===== config.mk =====
export PLATFORM = sky130hd
export DESIGN_NAME = qtu_sequencer
export DESIGN_NICKNAME = d
export VERILOG_FILES = /design/src/rtl/core/qtu_pkg.sv /design/src/rtl/core/qtu_sequencer.sv
export SDC_FILE = /design/constraint.sdc
export NUM_CORES = 1
export LEC_CHECK = 0
export BUFFER_PORTS_ARGS = -buffer_cell sky130_fd_sc_hd__buf_4
export CAP_MARGIN = 0
export CORE_AREA = 2 2 39 41
export CTS_BUF_LIST = sky130_fd_sc_hd__clkbuf_4 sky130_fd_sc_hd__clkbuf_8
export CTS_CLUSTER_SIZE = 14
export DETAILED_ROUTE_END_ITERATION = 12
export DIE_AREA = 0 0 41 43
export PLACE_DENSITY_LB_ADDON = 0.1
export SYNTH_ARGS = -nofsm -noshare
export SYNTH_HDL_FRONTEND = slang
export SYNTH_SLANG_ARGS = --single-unit

===== constraint.sdc =====
create_clock -name clk -period 3.81 [get_ports clk]
set_clock_uncertainty 0.2 [all_clocks]
set_input_delay 0.762 -clock clk [delete_from_list [all_inputs] [get_ports clk]]
set_output_delay 0.762 -clock clk [all_outputs]
set_load 0.02 [all_outputs]

===== src/rtl/core/qtu_pkg.sv =====
// ----------------------------------------------------------------------------
// qtu_pkg
// types, microcode table and arithmetic helpers of the q table update block
// ----------------------------------------------------------------------------
`default_nettype none

package qtu_pkg;

  localparam logic CFG_LEARNING_RATE   = 1'b0;
  localparam logic CFG_DISCOUNT_FACTOR = 1'b1;

  localparam logic [16:0] LR_RESET   = 17'd6554;
  localparam logic [16:0] DF_RESET   = 17'd58982;
  localparam logic [16:0] RATE_ONE   = 17'd65536;

  typedef enum logic [3:0] {
    STEP_CLR,
    STEP_IDLE,
    STEP_RD_Q,
    STEP_RD_N0,
    STEP_RD_NL,
    STEP_RD_LAST,
    STEP_MUL_G,
    STEP_TGT,
    STEP_DIFF,
    STEP_MUL_A,
    STEP_NEWQ,
    STEP_WR,
    STEP_SQ,
    STEP_OUT
  } step_t;

  typedef enum logic [2:0] {
    COND_ALWAYS,
    COND_WAIT_IN,
    COND_CLR_MORE,
    COND_SCAN_MORE,
    COND_OUT_BUSY
  } cond_t;

  typedef struct packed {
    cond_t cond;
    step_t jump;
    step_t next;
    logic  in_ready;
    logic  clr_wr;
    logic  rd_next;
    logic  ld_q;
    logic  cmp_best;
    logic  mul_g;
    logic  ld_tgt;
    logic  ld_diff;
    logic  mul_a;
    logic  ld_newq;
    logic  q_wr;
    logic  ld_sq;
    logic  ld_out;
  } ctrl_t;

  typedef struct packed {
    logic in_valid;
    logic clr_last;
    logic scan_last;
    logic out_busy;
  } status_t;

  function automatic ctrl_t ucode(input step_t step);
    ctrl_t w;
    w = '0;
    case (step)
      STEP_CLR: begin
        w.cond = COND_CLR_MORE; w.jump = STEP_CLR; w.next = STEP_IDLE;
        w.clr_wr = 1'b1;
      end
      STEP_IDLE: begin
        w.cond = COND_WAIT_IN; w.jump = STEP_IDLE; w.next = STEP_RD_Q;
        w.in_ready = 1'b1;
      end
      STEP_RD_Q: begin
        w.cond = COND_ALWAYS; w.jump = STEP_RD_N0; w.next = STEP_RD_N0;
      end
      STEP_RD_N0: begin
        w.cond = COND_ALWAYS; w.jump = STEP_RD_NL; w.next = STEP_RD_NL;
        w.rd_next = 1'b1; w.ld_q = 1'b1;
      end
      STEP_RD_NL: begin
        w.cond = COND_SCAN_MORE; w.jump = STEP_RD_NL; w.next = STEP_RD_LAST;
        w.rd_next = 1'b1; w.cmp_best = 1'b1;
      end
      STEP_RD_LAST: begin
        w.cond = COND_ALWAYS; w.jump = STEP_MUL_G; w.next = STEP_MUL_G;
        w.cmp_best = 1'b1;
      end
      STEP_MUL_G: begin
        w.cond = COND_ALWAYS; w.jump = STEP_TGT; w.next = STEP_TGT;
        w.mul_g = 1'b1;
      end
      STEP_TGT: begin
        w.cond = COND_ALWAYS; w.jump = STEP_DIFF; w.next = STEP_DIFF;
        w.ld_tgt = 1'b1;
      end
      STEP_DIFF: begin
        w.cond = COND_ALWAYS; w.jump = STEP_MUL_A; w.next = STEP_MUL_A;
        w.ld_diff = 1'b1;
      end
      STEP_MUL_A: begin
        w.cond = COND_ALWAYS; w.jump = STEP_NEWQ; w.next = STEP_NEWQ;
        w.mul_a = 1'b1;
      end
      STEP_NEWQ: begin
        w.cond = COND_ALWAYS; w.jump = STEP_WR; w.next = STEP_WR;
        w.ld_newq = 1'b1;
      end
      STEP_WR: begin
        w.cond = COND_ALWAYS; w.jump = STEP_SQ; w.next = STEP_SQ;
        w.q_wr = 1'b1;
      end
      STEP_SQ: begin
        w.cond = COND_ALWAYS; w.jump = STEP_OUT; w.next = STEP_OUT;
        w.ld_sq = 1'b1;
      end
      STEP_OUT: begin
        w.cond = COND_OUT_BUSY; w.jump = STEP_OUT; w.next = STEP_IDLE;
        w.ld_out = 1'b1;
      end
      default: begin
        w.cond = COND_ALWAYS; w.jump = STEP_IDLE; w.next = STEP_IDLE;
      end
    endcase
    return w;
  endfunction

  // remainder of a small index by a constant, restoring subtraction
  function automatic logic [7:0] reduce_index(input logic [7:0] x, input int unsigned n);
    logic [24:0] r;
    logic [24:0] d;
    r = {17'd0, x};
    for (int b = 7; b >= 0; b--) begin
      d = 25'(n) << b;
      if (r >= d) begin
        r = r - d;
      end
    end
    return r[7:0];
  endfunction

  function automatic logic [31:0] sat32(input logic signed [35:0] v);
    logic [31:0] r;
    if ((v[35:31] == 5'b00000) || (v[35:31] == 5'b11111)) begin
      r = v[31:0];
    end else if (v[35]) begin
      r = 32'h8000_0000;
    end else begin
      r = 32'h7FFF_FFFF;
    end
    return r;
  endfunction

  function automatic logic [16:0] clamp_rate(input logic [16:0] v);
    logic [16:0] r;
    r = (v[16] && (v[15:0] != 16'd0)) ? RATE_ONE : v;
    return r;
  endfunction

endpackage

`default_nettype wire


===== src/rtl/core/qtu_sequencer.sv =====
// ----------------------------------------------------------------------------
// qtu_sequencer
// step counter over the microcode table with conditional jumps
// ----------------------------------------------------------------------------
`default_nettype none

module qtu_sequencer (
  input  wire logic             clk,
  input  wire logic             rst,
  input  wire qtu_pkg::status_t status,
  output qtu_pkg::ctrl_t        ctrl
);

  qtu_pkg::step_t step;
  qtu_pkg::step_t step_next;
  logic           take_jump;

  always_ff @(posedge clk) begin
    if (rst) begin
      step <= qtu_pkg::STEP_CLR;
    end else begin
      step <= step_next;
    end
  end

  always_comb begin
    ctrl = qtu_pkg::ucode(step);
    case (ctrl.cond)
      qtu_pkg::COND_ALWAYS:    take_jump = 1'b1;
      qtu_pkg::COND_WAIT_IN:   take_jump = !status.in_valid;
      qtu_pkg::COND_CLR_MORE:  take_jump = !status.clr_last;
      qtu_pkg::COND_SCAN_MORE: take_jump = !status.scan_last;
      qtu_pkg::COND_OUT_BUSY:  take_jump = status.out_busy;
      default:                 take_jump = 1'b0;
    endcase
    step_next = take_jump ? ctrl.jump : ctrl.next;
  end

endmodule

`default_nettype wire


==> qor.tcl <==
set qor(status) {completed}
set qor(final.period_utilization) 0.724
set qor(first_iter_violations) 2
set qor(drc_errors) 0
set qor(routedWlPerCell_um) 10.7
set qor(finish.net_count) 105
set qor(vias) 551
set qor(count_of_pins_on_the_block_boundary) 30
set qor(synth_nets) 78
set qor(global_route_wire_length_before_repair_um) 1780
set qor(max_freq_mhz) 363
set qor(std_cell_rows) 14
set qor(power.share.clock) 0.106
set qor(synthesis.yosys.warnings) 0
set qor(die_w_um) 41
set qor(cts_tree) {done}
set qor(cts_root_buf) {clkbuf_4}
set qor(synth.cell_area_um2) 547
set qor(timing.setup.tns_ns) 0
set qor(detail_route.first_pass.iterations) 2
set qor(net-switching-power_mw) 0.242
set qor(holdCritPathClass) {input port to flip-flop}
set qor(combPwrFrac) 0.696
set qor(die_height_um) 43
set qor(timing.setup.critical_path_class) {flip-flop to primary output}
set qor(tightest_slew_ns) 0.768
set qor(critPathLaunch) {step[3]}
set qor(cellInternalPower_mw) 0.243
set qor(cts_buffer_depth) 2
set qor(clk_transition_reported_paths_ns) 0.04
set qor(post_cts_resized) 0
set qor(ant_nets) 0
set qor(finalPower_mw) 0.484
set qor(synth_seq_area_share) 0.146
set qor(synthesis.area_per_instance_um2) 7.59
set qor(insertedDiodeCount) 0
set qor(grt.overflow.total) 0
set qor(slew_headroom) 0.487
set qor(grt_antenna_before_repair) 0
set qor(post-route-worst-setup-slack_ns) 1.05
set qor(pwr-share-seq) 0.198
set qor(grt_setup_unrepaired) {no}
set qor(finalMaxSlewViolations) 0
set qor(static-leakage-power_nw) 0.368
set qor(p_per_area_nw_per_um2) 654
set qor(timing.critical_path.arrival_ns) 1.80
set qor(hold_crit_depth) 2
set qor(cts_hold_buf) 0
set qor(largest_net_degree_at_the_start_of_global_routing) 22
set qor(gp_congestion) 0.706
set qor(clk-insertion-delay-late_ns) 0.23
set qor(synth_cell_types) 30
set qor(core_area_um2) 1380
set qor(timing.hold.worst.start) {rst}
set qor(final.min_clock_period_ns) 2.76
set qor(detailedPlacementHpwl_um) 919
set qor(timing.final.setup_violations) 0
set qor(worst_ep_required_time_ns) 2.85
set qor(cts_post_setup_buffers_inserted) 0
set qor(post_synth_inst_count) 72
set qor(fraction_of_power_spent_switching_nets) 0.499
set qor(cts_buffers) 3
set qor(vias_per_cell) 4.88
set qor(drive_above_1_share) 0.454
set qor(cts_num_sinks) 4
set qor(crit_fanout) 21
set qor(leading_cell_type_in_the_layout_fill_and_taps_excluded) {buf_4}
set qor(worst_setup_path_start_kind) {flip-flop}
set qor(mostFrequentLayoutCells) {buf_4 (29), nor2_1 (12), nand2_1 (5)}
set qor(top_register) {step}
set qor(vias_in_the_first_global_route) 443
set qor(synth.ff_latch_count) 4
set qor(regToRegStartpoint) {step[2]}
set qor(htree_num_levels) 1
set qor(finalCoreUtilization) 0.535
set qor(placement.io_buffers) 29
set qor(wl_um) 1210
set qor(max-vdd-ir-drop_mv) 0.344
set qor(cap_violations) 0
set qor(number_of_hold_violations_in_the_final_report) 0
set qor(largest_register_ff_count) 4
set qor(pre_cts_ws_ns) 1.30
set qor(r2r.worst_path.cells) 4
set qor(reg.largest.list) {step (4)}
set qor(fin_worst_hold_slack_ns) 0.505
set qor(crit_path_end_kind) {primary output}
set qor(area_delta_synth_final_pct) 35.5
set qor(initial_utilization) 0.395
set qor(grtUsageTotal) 0.150
set qor(die_area_um2) 1760
per-stage QoR:
stage	std cells	instance area, um^2
final	113	741
after CTS	113	741
after detailed placement	110	718
after floorplan	72	547
after global placement	110	718
after global routing	113	741
cells in the mapped netlist:
| cell type | number | area share |
|---|---|---|
| a21boi_1 | 1 | 0.014 |
| a21o_1 | 1 | 0.014 |
| a21oi_1 | 3 | 0.027 |
| and3b_1 | 1 | 0.016 |
| buf_2 | 2 | 0.018 |
| buf_6 | 5 | 0.10 |
| dfxtp_1 | 4 | 0.15 |
| inv_1 | 3 | 0.021 |
| mux2_4 | 1 | 0.027 |
| mux2i_1 | 2 | 0.037 |
| nand2_1 | 5 | 0.034 |
| nand2_2 | 2 | 0.023 |
| nand2b_1 | 4 | 0.046 |
| nand3_1 | 2 | 0.018 |
| nand3b_1 | 1 | 0.014 |
| nor2_1 | 12 | 0.082 |
| nor2_2 | 2 | 0.023 |
| nor2b_4 | 1 | 0.025 |
| nor3_1 | 3 | 0.027 |
| nor3_2 | 3 | 0.055 |
| nor4b_2 | 1 | 0.027 |
| nor4b_4 | 1 | 0.043 |
| o211a_1 | 1 | 0.018 |
| o21a_1 | 1 | 0.014 |
| o21ai_0 | 2 | 0.018 |
| o21ai_1 | 3 | 0.027 |
| o21ba_1 | 1 | 0.018 |
| o22ai_2 | 1 | 0.023 |
| or2_1 | 2 | 0.023 |
| xnor2_1 | 1 | 0.016 |
power by group through the flow:
stage | Clock, mW | Sequential, mW | Combinational [mW]
after floorplan | 0 | 0.0625 | 0.282
after global placement | 0 | 0.0964 | 0.342
after detailed placement | 0 | 0.0961 | 0.341
after CTS | 0.0543 | 0.0955 | 0.342
after global routing | 0.0612 | 0.0991 | 0.367
final | 0.0512 | 0.0960 | 0.337
cells by family after synthesis:
logic type | synth area share
xor+xnor | 0.0160
buf+inv | 0.142
flops | 0.146
mux | 0.0641
simple gates | 0.458
compound gates | 0.174
layout make-up:
| type | instances | area, um^2 |
|---|---|---|
| fill | 149 | 643 |
| multi-input combinational | 58 | 389 |
| timing repair buffer | 29 | 218 |
| sequential | 4 | 80.1 |
| clock buffer | 3 | 22.5 |
| tap | 16 | 20.0 |
| inverter | 3 | 11.3 |
routing by layer:
layer,wire length (um),GRT usage
met5,0,0
met4,14,0.100
met1,555,0.190
met3,55,0.0314
met2,589,0.216
worst paths after layout:
kind,to,slack (ns)
max,ctrl[20],1.05
min,step[1],0.50
max reg2reg,step[0],1.93
min reg2reg,step[2],0.62
critical path, cell delays in order (launching register included):
cell and delay, ns:
dfxtp_1 0.81, nand2b_1 0.25, nor2_2 0.07, a21oi_1 0.21
inv_1 0.07, buf_4 0.16
(Power assumes the default switching activity.)
